### config.mk
export PLATFORM = sky130hd
export DESIGN_NAME = base64_stream_decoder_unit
export DESIGN_NICKNAME = d
export VERILOG_FILES = /design/src/design/b64d_pkg.sv /design/src/design/base64_stream_decoder_unit.sv /design/src/design/b64d_decode.sv /design/src/design/b64d_out_buf.sv
export VERILOG_INCLUDE_DIRS = /design/src /design/src/design
export SDC_FILE = /design/constraint.sdc
export NUM_CORES = 1
export LEC_CHECK = 0
export ABC_AREA = 1
export BUFFER_PORTS_ARGS = -buffer_cell sky130_fd_sc_hd__buf_2
export CELL_PAD_IN_SITES_DETAIL_PLACEMENT = 0
export CELL_PAD_IN_SITES_GLOBAL_PLACEMENT = 1
export CORE_AREA = 2 2 158 98
export DETAILED_ROUTE_END_ITERATION = 6
export DIE_AREA = 0 0 160 100
export PLACE_DENSITY_LB_ADDON = 0.25
export SLEW_MARGIN = 0
export SYNTH_ARGS = -nofsm -noshare
export SYNTH_HDL_FRONTEND = slang
export SYNTH_SLANG_ARGS = --single-unit
### constraint.sdc
create_clock -name clk_i -period 4.9 [get_ports clk_i]
set_input_delay 0.98 -clock clk_i [delete_from_list [all_inputs] [get_ports clk_i]]
set_output_delay 0.98 -clock clk_i [all_outputs]
set_load 0.01 [all_outputs]
### src/design/base64_stream_decoder_unit_assert.svh
// Assertion macros shared by the base64 stream decoder modules.
`ifndef BASE64_STREAM_DECODER_UNIT_ASSERT_SVH
`define BASE64_STREAM_DECODER_UNIT_ASSERT_SVH

`ifndef SYNTHESIS
`define B64D_ASSERT(lbl, prop) \
  lbl: assert property (@(posedge clk_i) disable iff (!rst_ni) prop) \
    else $error("b64d assertion failed");
`define B64D_ASSERT_RST(lbl, prop) \
  lbl: assert property (@(posedge clk_i) prop) \
    else $error("b64d reset assertion failed");
`else
`define B64D_ASSERT(lbl, prop)
`define B64D_ASSERT_RST(lbl, prop)
`endif

`endif

### src/design/b64d_pkg.sv
// Types, status codes and the character lookup for the base64 stream decoder.
package b64d_pkg;

  localparam logic [7:0] PAD_CHAR = 8'h3D;

  localparam logic [1:0] ST_DATA    = 2'd0;
  localparam logic [1:0] ST_INVALID = 2'd1;
  localparam logic [1:0] ST_LENGTH  = 2'd2;

  typedef struct packed {
    logic [1:0]      cnt;
    logic [2:0][7:0] bytes;
    logic [1:0]      status;
    logic            msg_end;
  } grp_t;

  // bit 6 set: character outside the alphabet
  function automatic logic [6:0] sextet_of(input logic [7:0] ch);
    logic [7:0] d;
    d = 8'd0;
    if (ch >= 8'h41 && ch <= 8'h5A) begin
      d = ch - 8'h41;
    end else if (ch >= 8'h61 && ch <= 8'h7A) begin
      d = ch - 8'h61 + 8'd26;
    end else if (ch >= 8'h30 && ch <= 8'h39) begin
      d = ch - 8'h30 + 8'd52;
    end else if (ch == 8'h2B) begin
      d = 8'd62;
    end else if (ch == 8'h2F) begin
      d = 8'd63;
    end else begin
      d = 8'd64;
    end
    return d[6:0];
  endfunction

endpackage

### src/design/base64_stream_decoder_unit.sv
// Each accepted character is held in the input register; its results go to the result register.
// Throughput: one character per cycle unless the input stalls; a completed group sends out
//   up to three bytes, one per cycle unless stalled, while new characters keep coming.
// The input register stalls only when a character with results meets a full result register.
// Reset (rst_ni low, asynchronous) clears group state, dropping mode and the valid state of both registers.
`include "base64_stream_decoder_unit_assert.svh"

module base64_stream_decoder_unit import b64d_pkg::*; (
  input  logic       clk_i,
  input  logic       rst_ni,
  input  logic       in_valid_i,
  output logic       in_stall_o,
  input  logic [7:0] text_char_i,
  input  logic       end_of_text_i,
  output logic       out_valid_o,
  input  logic       out_stall_i,
  output logic [7:0] out_byte_o,
  output logic [1:0] status_o,
  output logic       run_last_o,
  output logic       message_end_o
);

  logic       vld_q;
  logic [7:0] char_q;
  logic       eot_q;
  grp_t       res;
  logic       free;
  logic       go;
  logic       accept;

  assign go         = vld_q && ((res.cnt == 2'd0) || free);
  assign in_stall_o = vld_q && !go;
  assign accept     = in_valid_i && !in_stall_o;

  always_ff @(posedge clk_i or negedge rst_ni) begin
    if (!rst_ni) begin
      vld_q <= 1'b0;
    end else if (accept) begin
      vld_q <= 1'b1;
    end else if (go) begin
      vld_q <= 1'b0;
    end
  end

  always_ff @(posedge clk_i) begin
    if (accept) begin
      char_q <= text_char_i;
      eot_q  <= end_of_text_i;
    end
  end

  b64d_decode u_decode (
    .clk_i         (clk_i),
    .rst_ni        (rst_ni),
    .go_i          (go),
    .text_char_i   (char_q),
    .end_of_text_i (eot_q),
    .res_o         (res)
  );

  b64d_out_buf u_out_buf (
    .clk_i         (clk_i),
    .rst_ni        (rst_ni),
    .load_i        (go && (res.cnt != 2'd0)),
    .grp_i         (res),
    .free_o        (free),
    .out_valid_o   (out_valid_o),
    .out_stall_i   (out_stall_i),
    .out_byte_o    (out_byte_o),
    .status_o      (status_o),
    .run_last_o    (run_last_o),
    .message_end_o (message_end_o)
  );

endmodule

### src/design/b64d_decode.sv
// Group state and per-character decode into a result group.
`include "base64_stream_decoder_unit_assert.svh"

module b64d_decode import b64d_pkg::*; (
  input  logic       clk_i,
  input  logic       rst_ni,
  input  logic       go_i,
  input  logic [7:0] text_char_i,
  input  logic       end_of_text_i,
  output grp_t       res_o
);

  logic [17:0] store_q, store_d;
  logic [1:0]  pos_q, pos_d;
  logic        inv_q, inv_d;
  logic        third_pad_q, third_pad_d;
  logic        drop_q, drop_d;

  logic        pad;
  logic [6:0]  sx;
  logic [5:0]  v;
  logic        bad;
  logic        inv_n;
  logic [23:0] triple;

  always_comb begin
    pad    = (text_char_i == PAD_CHAR);
    sx     = sextet_of(text_char_i);
    v      = sx[5:0];
    bad    = sx[6];
    if (pos_q[1] && pad) begin
      v   = 6'd0;
      bad = 1'b0;
    end else if (bad) begin
      v = 6'd0;
    end
    inv_n  = inv_q | bad;
    triple = {store_q, v};

    store_d     = store_q;
    pos_d       = pos_q;
    inv_d       = inv_q;
    third_pad_d = third_pad_q;
    drop_d      = drop_q;

    res_o.cnt     = 2'd0;
    res_o.bytes   = '0;
    res_o.status  = ST_DATA;
    res_o.msg_end = end_of_text_i;

    if (drop_q) begin
      if (end_of_text_i) begin
        drop_d = 1'b0;
      end
    end else if (pos_q != 2'd3) begin
      if (end_of_text_i) begin
        res_o.cnt    = 2'd1;
        res_o.status = ST_LENGTH;
        store_d      = '0;
        pos_d        = 2'd0;
        inv_d        = 1'b0;
        third_pad_d  = 1'b0;
      end else begin
        store_d     = {store_q[11:0], v};
        pos_d       = pos_q + 2'd1;
        inv_d       = inv_n;
        third_pad_d = third_pad_q | ((pos_q == 2'd2) && pad);
      end
    end else begin
      store_d     = '0;
      pos_d       = 2'd0;
      inv_d       = 1'b0;
      third_pad_d = 1'b0;
      if (inv_n) begin
        res_o.cnt    = 2'd1;
        res_o.status = ST_INVALID;
        drop_d       = !end_of_text_i;
      end else begin
        res_o.bytes[0] = triple[23:16];
        case ({third_pad_q, pad})
          2'b00: begin
            res_o.cnt      = 2'd3;
            res_o.bytes[1] = triple[15:8];
            res_o.bytes[2] = triple[7:0];
          end
          2'b01: begin
            res_o.cnt      = 2'd2;
            res_o.bytes[1] = triple[15:8];
          end
          2'b10: begin
            res_o.cnt      = 2'd2;
            res_o.bytes[1] = triple[7:0];
          end
          default: begin
            res_o.cnt = 2'd1;
          end
        endcase
      end
    end
  end

  always_ff @(posedge clk_i or negedge rst_ni) begin
    if (!rst_ni) begin
      store_q     <= '0;
      pos_q       <= 2'd0;
      inv_q       <= 1'b0;
      third_pad_q <= 1'b0;
      drop_q      <= 1'b0;
    end else if (go_i) begin
      store_q     <= store_d;
      pos_q       <= pos_d;
      inv_q       <= inv_d;
      third_pad_q <= third_pad_d;
      drop_q      <= drop_d;
    end
  end

  `B64D_ASSERT(a_drop_group_clear, drop_q |-> (pos_q == 2'd0 && !inv_q && !third_pad_q))
  `B64D_ASSERT(a_error_single, (res_o.cnt != 2'd0 && res_o.status != ST_DATA) |-> res_o.cnt == 2'd1)
  `B64D_ASSERT(a_pad_flag_pos, third_pad_q |-> pos_q == 2'd3)

endmodule

### src/design/b64d_out_buf.sv
// Result register that holds one decoded group and sends it out one request at a time.
`include "base64_stream_decoder_unit_assert.svh"

module b64d_out_buf import b64d_pkg::*; (
  input  logic       clk_i,
  input  logic       rst_ni,
  input  logic       load_i,
  input  grp_t       grp_i,
  output logic       free_o,
  output logic       out_valid_o,
  input  logic       out_stall_i,
  output logic [7:0] out_byte_o,
  output logic [1:0] status_o,
  output logic       run_last_o,
  output logic       message_end_o
);

  logic [1:0]      cnt_q, cnt_d;
  logic [2:0][7:0] bytes_q, bytes_d;
  logic [1:0]      status_q;
  logic            msg_end_q;
  logic            take;

  assign out_valid_o   = (cnt_q != 2'd0);
  assign take          = out_valid_o && !out_stall_i;
  assign free_o        = (cnt_q == 2'd0) || (cnt_q == 2'd1 && take);
  assign out_byte_o    = bytes_q[0];
  assign status_o      = status_q;
  assign run_last_o    = (cnt_q == 2'd1);
  assign message_end_o = msg_end_q;

  always_comb begin
    cnt_d   = cnt_q;
    bytes_d = bytes_q;
    if (load_i) begin
      cnt_d   = grp_i.cnt;
      bytes_d = grp_i.bytes;
    end else if (take) begin
      cnt_d   = cnt_q - 2'd1;
      bytes_d = {8'd0, bytes_q[2], bytes_q[1]};
    end
  end

  always_ff @(posedge clk_i or negedge rst_ni) begin
    if (!rst_ni) begin
      cnt_q <= 2'd0;
    end else begin
      cnt_q <= cnt_d;
    end
  end

  always_ff @(posedge clk_i) begin
    bytes_q <= bytes_d;
    if (load_i) begin
      status_q  <= grp_i.status;
      msg_end_q <= grp_i.msg_end;
    end
  end

  `B64D_ASSERT(a_load_when_free, load_i |-> free_o)
  `B64D_ASSERT(a_drain_empty, (take && cnt_q == 2'd1 && !load_i) |=> cnt_q == 2'd0)
  `B64D_ASSERT_RST(a_reset_empty, !rst_ni |=> cnt_q == 2'd0 || rst_ni)

endmodule

==> reports/metrics.yaml, run 1 <==
ctsLongestPathBuffers: 2
antenna_cells: 0
die_area_mm2: 0.0160
rows: 35
synth_area_per_cell_um2: 8.80
die_x_um: 160
hold_path_end: "u_decode.store_q[15]"
period_needed_ns: 3.93
cts-resized-gates: 0
numPortBuffers: 26
gp_congestion: 0.787
place_hpwl_mm: 6.58
fmax_mhz: 254
netlist_top_cells_area: "edfxtp_1, dfrtp_1, nand2_1, ha_1, inv_1"
hp-start: "u_decode.store_q[15]"
grt_util_all_layers_pct: 12.2
tightest_slew_ns: 1.07
rr_worst_depth: 15
post-route-period-util_pct: 80.2
worstPathArrival_ns: 2.95
ios: 27
cts-buffers-inserted: 9
cts_root_buffer: "clkbuf_16"
drtPass1Iterations: 4
htree_levels: 3
worst-setup-path-type: "register to primary output"
whs_path_depth: 2
drive_gt1_share_pct: 15.9
netlist.top_cell.by_area: "edfxtp_1"
clk_pin_slew_worst_paths_ns: 0.06
viasPerCell: 4.22
syn-num-nets: 433
final_nets: 450
hold_viol: 0
coreArea_mm2: 0.0148
clock_sinks: 62
netlist_area_mm2: 0.00357
ys_ff_latch: 62
initial_core_util_pct: 24.1
powerDensity_mw_per_mm2: 548
ant_nets: 0
clock_latency_ns: 0.34
grt_pass1_wl_mm: 14.9
tns_ns: 0
synth_top_area_share_pct: 30.3
grt_pass1_vias: 2696
max_cap_violations: 0
r2r-end: "u_out_buf.bytes_q[20]"
fin_skew_ns: 0.00793
vias: 2661
yosysSeqAreaShare_pct: 48.6
whs_ns: 0.496
slew_violations: 0
post-cts-setup-buffer-count: 0
leakage_nw: 1.71
setup.worst_path.start: "char_q[3]"
slew_headroom_pct: 28.5
cp-end-kind: "primary output"
rsz0062_at_grt: "no"
ys_types: 36
fp.dieH_um: 100
synthCells: 405
critPathMaxFanout: 14
drt_iter0_markers: 205
area_delta_synth_final_pct: 15.8
crit_required_ns: 3.92
cp-start-kind: "register"
synth_ff_type: "edfxtp_1"
power_mw: 2.26
overflow: 0
synth_edf_count: 36
setup_violations: 0
ys_warn_count: 0
cts_tree: "yes"
routedWlPerCell_um: 14.1
grt_max_degree: 45
async_flop_share_pct: 41.9
grt_antenna_before_repair: 0
outcome: "completed"
synthTopCellsByCount: "nand2_1, inv_1, edfxtp_1"
rr_startpoint: "char_q[3]"
hold_buffers: 0
wl_mm: 8.91
ir_drop_mv: 0.137
rrSetupSlack_ns: 1.13
hold_class: "register to register"
drc: 0
post-synth-top-count-cell: "nand2_1"
[logic make-up after synthesis]
family | synth area share, %
buffers and inverters | 9.12
adder cells (fa/ha/maj) | 5.26
AND/OR/NAND/NOR | 25.8
XOR/XNOR | 2.21
flip-flops | 48.6
AO/OA/AOI/OAI | 9.05
[metal layers]
layer / GRT usage [%] / vias up / part of all wire (%)
met5: 0 / - / 0
met4: 3.40 / 0 / 0.91
met3: 3.80 / 9 / 6.7
met2: 16.2 / 77 / 36
met1: 18.7 / 1210 / 56
li1: - / 1365 / -
[cell usage in the layout, fill, tap and decap left out, drive strengths merged]
cell type	Yosys	layout
o21ai	48	48
o211ai	5	5
a21oi	4	4
nand4	14	14
xor2	7	7
a31oi	1	1
inv	41	45
clkinv	3	3
buf	18	27
ha	15	15
nor2	26	26
o31ai	1	1
dfrtp	26	26
nand3b	1	1
bufinv	0	2
edfxtp	36	36
and2	2	2
nor3	3	3
clkinvlp	0	1
nand2	128	128
clkbuf	3	9
nand3	21	21
xnor2	2	2
[registers in the layout (all words and copies together), names as in the netlist, 2 cells and up]
name                  count
u_decode.pos_q            2
u_decode.store_q         18
u_out_buf.status_o        2
u_out_buf.out_byte_o      8
char_q                    8
u_out_buf.bytes_q        16
u_out_buf.cnt_q           2
[layout make-up]
class,count,area (um^2)
Inverter,44,168
Clock inverter,7,103
Fill cell,1609,10700
Sequential cell,62,1730
Timing Repair Buffer,27,138
Multi-Input combinational cell,278,1510
Tap cell,203,254
Clock buffer,9,225
[per-stage QoR]
step	util, %	area [um^2]	worst slack (ns)	instances
2_1_floorplan	-	3570	1.67	405
3_3_place_gp	25.7	3800	1.24	614
3_5_place_dp	25.7	3800	1.12	614
4_1_cts	27.9	4130	0.942	630
5_1_grt	27.9	4130	0.703	630
6_report	27.9	4130	0.970	630
[worst max path at each step]
stage / endpoint / cells after the start
5_1_grt: in_stall_o / 16
2_1_floorplan: in_stall_o / 18
3_3_place_gp: u_out_buf.out_byte_o[7] / 15
4_1_cts: in_stall_o / 16
3_5_place_dp: u_out_buf.out_byte_o[7] / 15
6_report: in_stall_o / 16
[critical path, cell delays in order (launching register included)]
cell	delay (ns)
edfxtp_1	0.53
inv_1	0.23
ha_1	0.22
nand2_2	0.09
nor2_4	0.10
nand2_1	0.10
and2_4	0.15
nand2_4	0.11
inv_4	0.06
nand2_4	0.06
nand2_4	0.08
a21oi_4	0.18
nand4_2	0.14
nand2_4	0.13
nand2_4	0.13
nor2_1	0.13
buf_2	0.14
[power by group]
group	internal (mW)	switching (mW)
Combinational	0.197	0.493
Sequential	0.759	0.103
Clock	0.452	0.260
Note: power is estimated with default switching activity, not from simulation.
==> run 2, diff against run 1 <==
Settings changed: ABC_AREA 1 to 0.
Clock period 4.9 ns to 3.4 ns, I/O delays scaled along.
==> run 2 against run 1 <==
Net effect: utilization grew 2.4 points; combinational power up 75%; power rose by 47%; clock skew is 0.0013 ns higher; register-to-register slack got worse by 0.84 ns; area after synthesis increased by 0.74%.
==> reports/metrics.yaml, run 2 <==
outcome: "completed"
numPortBuffers: 26  # unchanged
rr_worst_depth: 12  # -3
clock_latency_ns: 0.34  # about the same
drt_iter0_markers: 143  # -30%
grt_util_all_layers_pct: 12.3  # +0.050 points
tightest_slew_ns: 0.855  # -0.216 ns
whs_ns: 0.387  # -0.109 ns
period_needed_ns: 3.39
netlist_area_mm2: 0.00359  # +0.74%
die_area_mm2: 0.0160  # unchanged
netlist.top_cell.by_area: "edfxtp_1"
async_flop_share_pct: 41.9  # unchanged
antenna_cells: 0  # unchanged
powerDensity_mw_per_mm2: 741  # +35%
post-route-period-util_pct: 99.6
synth_area_per_cell_um2: 10.5  # +19%
multi_input_area_mm2: 0.00167  # +11%
top_register: "u_decode.store_q"
synthTopCellsByCount: "inv_1, edfxtp_1, nand2_1"
p_int_mw: 2.15  # +53%
drtPass1Iterations: 4  # unchanged
cp-start-kind: "register"
cts_tree: "yes"
overflow: 0  # unchanged
rows: 35  # unchanged
syn-num-nets: 370  # -15%
netlist_top_cells_area: "edfxtp_1, dfrtp_1, mux2i_1, ha_1, inv_1"
place_hpwl_mm: 6.76  # +2.8%
worstPathArrival_ns: 2.71  # -0.24 ns
fp.dieH_um: 100  # unchanged
cp-end-kind: "primary output"
vias: 2638  # -0.86%
crit_required_ns: 2.72  # -1.20 ns
area_delta_synth_final_pct: 24.6
ir_drop_mv: 0.221  # +61%
post-synth-top-count-cell: "inv_1"
p_sw_share_pct: 35.2  # -2.6 points
wl_mm: 9.23  # +3.5%
critPathMaxFanout: 2  # -12
slew_headroom_pct: 43.0  # +15 points
die_x_um: 160  # unchanged
synth_ff_type: "edfxtp_1"
largest_register_ffs: 18  # unchanged
power_mw: 3.32  # +47%
ys_types: 57  # +58%
fmax_mhz: 295
ant_nets: 0  # unchanged
worst-setup-path-type: "register to primary output"
instances_no_fill: 595  # -5.6%
synth_edf_count: 36  # unchanged
hold_class: "input pin to async pin"
clock_sinks: 62  # unchanged
regArea_mm2: 0.00173  # unchanged
viasPerCell: 4.43  # +5.0%
hold_viol: 0  # unchanged
ys_ff_latch: 62  # unchanged
drive_gt1_share_pct: 25.0  # +9.1 points
initial_core_util_pct: 24.3  # +0.18 points
p_sw_mw: 1.17  # +36%
most-common-layout-cells: "nand2_1, inv_1, edfxtp_1"
fin_skew_ns: 0.00921  # +0.00128 ns
yosysSeqAreaShare_pct: 48.2  # -0.36 points
slew_violations: 0  # unchanged
htree_levels: 3  # unchanged
gp_congestion: 0.827  # +5.0%
synth_top_area_share_pct: 30.1  # -0.22 points
max_cap_violations: 0  # unchanged
dp.cells: 574  # -6.5%
pwr-share-comb_pct: 36.5  # +6.0 points
reg.largest.list: "u_decode.store_q x18, u_out_buf.bytes_q x16"
synthCells: 342  # -16%
leakage_nw: 1.80  # +5.0%
grt_antenna_before_repair: 0  # unchanged
routedWlPerCell_um: 15.5  # +9.6%
tns_ns: 0  # unchanged
clkPwrFrac_pct: 27.5  # -4.0 points
coreArea_mm2: 0.0148  # unchanged
fillers: 1568  # -2.5%
final_nets: 415  # -7.8%
grt_max_degree: 27  # -40%
pwr-share-seq_pct: 36.0  # -2.1 points
ctsLongestPathBuffers: 2  # unchanged
cts-buffers-inserted: 9  # unchanged
ys_warn_count: 0  # unchanged
cts_root_buffer: "clkbuf_16"
clk_pin_slew_worst_paths_ns: 0.06  # about the same
rsz0062_at_grt: "yes"
setup_violations: 0  # unchanged
ios: 27  # unchanged
drc: 0  # unchanged
grt_pass1_wl_mm: 14.9  # about the same
grt_pass1_vias: 2672  # -0.89%
run 2: cell types whose count changed after synthesis, moves of 5 or more:
cell     delta
mux2i_1    +22
nand2_1    -83
nand2_4     -5
xnor2_1     +5
nor3_1      +7
o21ai_0    -19
xor2_1      -7
a21oi_1     +8
o22ai_1     +9
o21ai_1    -22
nand4_1     -7
nor2_1     -10
run 2: per-stage QoR:
stage	util [%]	setup slack (ns)	cell area, um^2
2_1_floorplan	-	-0.0183	3600
6_report	30.2	0.0146	4480
4_1_cts	29.9	-0.00558	4430
5_1_grt	30.2	-0.0824	4480
3_3_place_gp	27.3	0.0908	4040
3_5_place_dp	27.3	0.0504	4040
run 2: layer usage:
metal | global-route usage (%) | up-vias | part of all wire [%]
li1 | - | 1298 | -
met1 | 18.8 | 1277 | 56
met2 | 16.6 | 54 | 38
met3 | 3.51 | 9 | 5.4
met4 | 3.33 | 0 | 1.0
met5 | 0 | - | 0
run 2: repair_timing:
item                                    CTS  global route
buffers inserted                          4             1
endpoints found under the setup margin    1             1
pin swaps                                 4             3
resized for setup                        12             6
hold buffers                              0             0
run 2: power groups by stage:
stage,clock network (mW),logic [mW],registers (mW)
2_1_floorplan,0,0.875,1.17
3_3_place_gp,0,1.18,1.20
3_5_place_dp,0,1.19,1.20
4_1_cts,0.931,1.22,1.20
5_1_grt,0.963,1.33,1.22
6_report,0.911,1.21,1.19
run 2: area by class of cell:
| cell class | count | area share [%] |
|---|---|---|
| clock inverter | 7 | 1.45 |
| inverter | 39 | 3.27 |
| sequential | 62 | 38.7 |
| multi-input combinational | 219 | 37.4 |
| timing repair buffer | 56 | 8.50 |
| tap | 203 | 5.67 |
| clock buffer | 9 | 5.03 |
run 2: worst max-delay path, stage by stage, from the launching register on:
cell      delay, ns
edfxtp_1       0.40
inv_2          0.09
ha_4           0.15
nand3_4        0.06
or2_4          0.25
ha_4           0.26
nand3b_1       0.10
or4b_4         0.55
o311ai_4       0.11
o21ai_2        0.12
and2_1         0.14
buf_2          0.13
run 2: worst paths after layout:
path / endpoint / slack [ns] / start
max: in_stall_o / 0.01 / char_q[1]
min: u_decode.store_q[12] / 0.39 / rst_ni
max reg2reg: u_out_buf.out_byte_o[6] / 0.29 / char_q[1]
min reg2reg: u_decode.store_q[16] / 0.52 / u_decode.store_q[16]
max in group asynchronous: u_decode.store_q[7] / 2.55 / rst_ni
min in group clk_i: u_decode.store_q[16] / 0.52 / u_decode.store_q[16]
run 2: kinds of logic after synthesis:
family / share of synthesized area [%]
fa+ha+maj: 5.22
buf+inv: 8.29
mux: 8.74
compound gates: 13.1
simple gates: 14.8
flops: 48.2
xor+xnor: 1.71
==> run 3, diff against run 2 <==
Settings changed: CORE_AREA 2 2 158 98 to 2 2 142 109, DIE_AREA 0 0 160 100 to 0 0 144 111.
==> run 3 against run 2 <==
Net effect: critical path type unchanged; critical path depth unchanged; routed wire length down 5.2%; non-clock buffer count down 5; die area down 0.10%; design area up 0.48%; combinational power about the same; global-route usage down 0.71 points; first-iteration DRC count down 18%; largest power group unchanged; worst hold slack worse by 0.012 ns; critical endpoint unchanged; cell count down 0.50%; sequential share of layout area down 0.18 points.
==> reports/metrics.yaml, run 3 (synthesis results as in run 2) <==
outcome: "completed"
tightest_slew_ns: 0.840  # -0.0147 ns
hold_viol: 0  # unchanged
wl_mm: 8.74  # -5.2%
power_mw: 3.43  # +3.3%
drc: 0  # unchanged
rrSetupSlack_ns: 0.34  # +0.05 ns
grt_pass1_vias: 2637  # -1.3%
powerDensity_mw_per_mm2: 762  # +2.8%
post-place-ws_ns: 0.0579  # +0.00751 ns
place_hpwl_mm: 6.24  # -7.8%
grt_antenna_before_repair: 0  # unchanged
drt_iter0_markers: 117  # -18%
utilization_pct: 30.4  # +0.18 points
ant_nets: 0  # unchanged
setup.worst_path.start: "char_q[1]"
cp-endpoint: "in_stall_o"
period_needed_ns: 3.34  # -0.0445 ns
cts_tree: "yes"
final_nets: 410  # -1.2%
die_area_mm2: 0.0160  # -0.10%
vias: 2595  # -1.6%
ir_drop_mv: 0.254  # +15%
rows: 39  # +11%
area_delta_synth_final_pct: 25.2
rr_worst_depth: 12  # unchanged
antenna_cells: 0  # unchanged
worst-setup-path-type: "register to primary output"
largest_register_ffs: 18  # unchanged
slew_violations: 0  # unchanged
hold_class: "input pin to async pin"
ios: 27  # unchanged
reg.largest.list: "u_decode.store_q x18, u_out_buf.bytes_q x16"
clk_pin_slew_worst_paths_ns: 0.06  # about the same
drive_gt1_share_pct: 24.8  # -0.19 points
routedWlPerCell_um: 14.8  # -4.8%
clock_sinks: 62  # unchanged
cts_root_buffer: "clkbuf_16"
whs_ns: 0.375  # -0.0118 ns
fp.dieH_um: 111  # +11%
rr_startpoint: "char_q[1]"
rsz0062_at_grt: "yes"
fmax_mhz: 299  # +1.3%
cp-start-kind: "register"
drtPass1Iterations: 4  # unchanged
grt_max_degree: 27  # unchanged
hold_buffers: 0  # unchanged
leakage_nw: 1.80  # -0.16%
clock_latency_ns: 0.33  # about the same
gp_congestion: 0.779  # -5.8%
die_x_um: 144  # -10%
worstPathArrival_ns: 2.66  # -0.05 ns
grt_pass1_wl_mm: 14.2  # -4.9%
most-common-layout-cells: "nand2_1, inv_1, edfxtp_1"
cp-end-kind: "primary output"
ctsLongestPathBuffers: 2  # unchanged
r2r-end: "u_decode.store_q[3]"
post-route-period-util_pct: 98.3  # -1.3 points
top_register: "u_decode.store_q"
final_area_mm2: 0.00450  # +0.48%
overflow: 0  # unchanged
viasPerCell: 4.38  # -1.1%
coreArea_mm2: 0.0148  # -0.11%
finalWorstSetupSlack_ns: 0.0591  # +0.0445 ns
slew_headroom_pct: 44.0  # +0.98 points
critPathMaxFanout: 3  # +1
setup_violations: 0  # unchanged
htree_levels: 3  # unchanged
max_cap_violations: 0  # unchanged
place_area_mm2: 0.00403  # -0.37%
fin_skew_ns: 0.00631  # -0.00290 ns
grt_util_all_layers_pct: 11.6  # -0.71 points
cts-buffers-inserted: 9  # unchanged
numPortBuffers: 26  # unchanged
crit_required_ns: 2.72  # about the same
initial_core_util_pct: 24.3  # +0.027 points
==> run 3: cell count changes in the layout (fill, tap and decap cells not counted), sizes merged <==
cell,delta
bufinv,+1
inv,+4
buf,-5
clkinv,-5
==> run 3: area by class of cell <==
type                    instances  area (um^2)
fillers                      1554        10300
flip-flops and latches         62         1730
multi-input cells             219         1680
repair buffers                 51          355
well taps                     205          256
clock buffers                   9          225
inverters                      39          146
clock inverters                 7          103
==> run 3: worst min path at each step <==
stage / from / to / slack, ns / cells past startpoint
6_report: rst_ni / u_decode.store_q[14] / 0.38 / 1
3_3_place_gp: u_decode.store_q[17] / u_decode.store_q[17] / 0.51 / 2
4_1_cts: rst_ni / u_decode.store_q[14] / 0.39 / 1
2_1_floorplan: rst_ni / u_decode.drop_q / 0.38 / 0
3_5_place_dp: u_decode.store_q[17] / u_decode.store_q[17] / 0.51 / 2
5_1_grt: rst_ni / u_decode.store_q[14] / 0.43 / 1
==> run 3: power breakdown <==
group / internal (mW) / total, mW / switching (mW)
combinational: 0.522 / 1.21 / 0.687
clock: 0.652 / 1.03 / 0.375
sequential: 1.08 / 1.19 / 0.109
total: 2.25 / 3.43 / 1.17
==> run 3: worst max-delay path, stage by stage, from the launching register on <==
cell,delay [ns]
edfxtp_1,0.39
inv_2,0.09
ha_4,0.15
nand3_4,0.06
or2_4,0.26
ha_4,0.26
nand3b_1,0.10
or4b_4,0.52
o311ai_4,0.11
o21ai_2,0.11
and2_1,0.15
buf_2,0.13
==> run 3: per-layer routing <==
layer	routed length [um]	track usage, %	part of all wire [%]
met1	4570	17.2	52
met2	3820	16.9	44
met3	293	2.76	3.4
met4	61	2.75	0.70
met5	0	0	0
==> run 3: repair_timing <==
| item | CTS | global route |
|---|---|---|
| buffers inserted | 2 | 2 |
| resized for setup | 7 | 14 |
| setup endpoints to repair | 1 | 1 |
| pin swaps | 2 | 1 |
==> run 3: metrics by stage <==
stage | cells | TNS (ns)
6_report | 592 | 0
5_1_grt | 592 | -0.0265
4_1_cts | 590 | 0
3_5_place_dp | 572 | 0
3_3_place_gp | 572 | 0
2_1_floorplan | 342 | -0.165
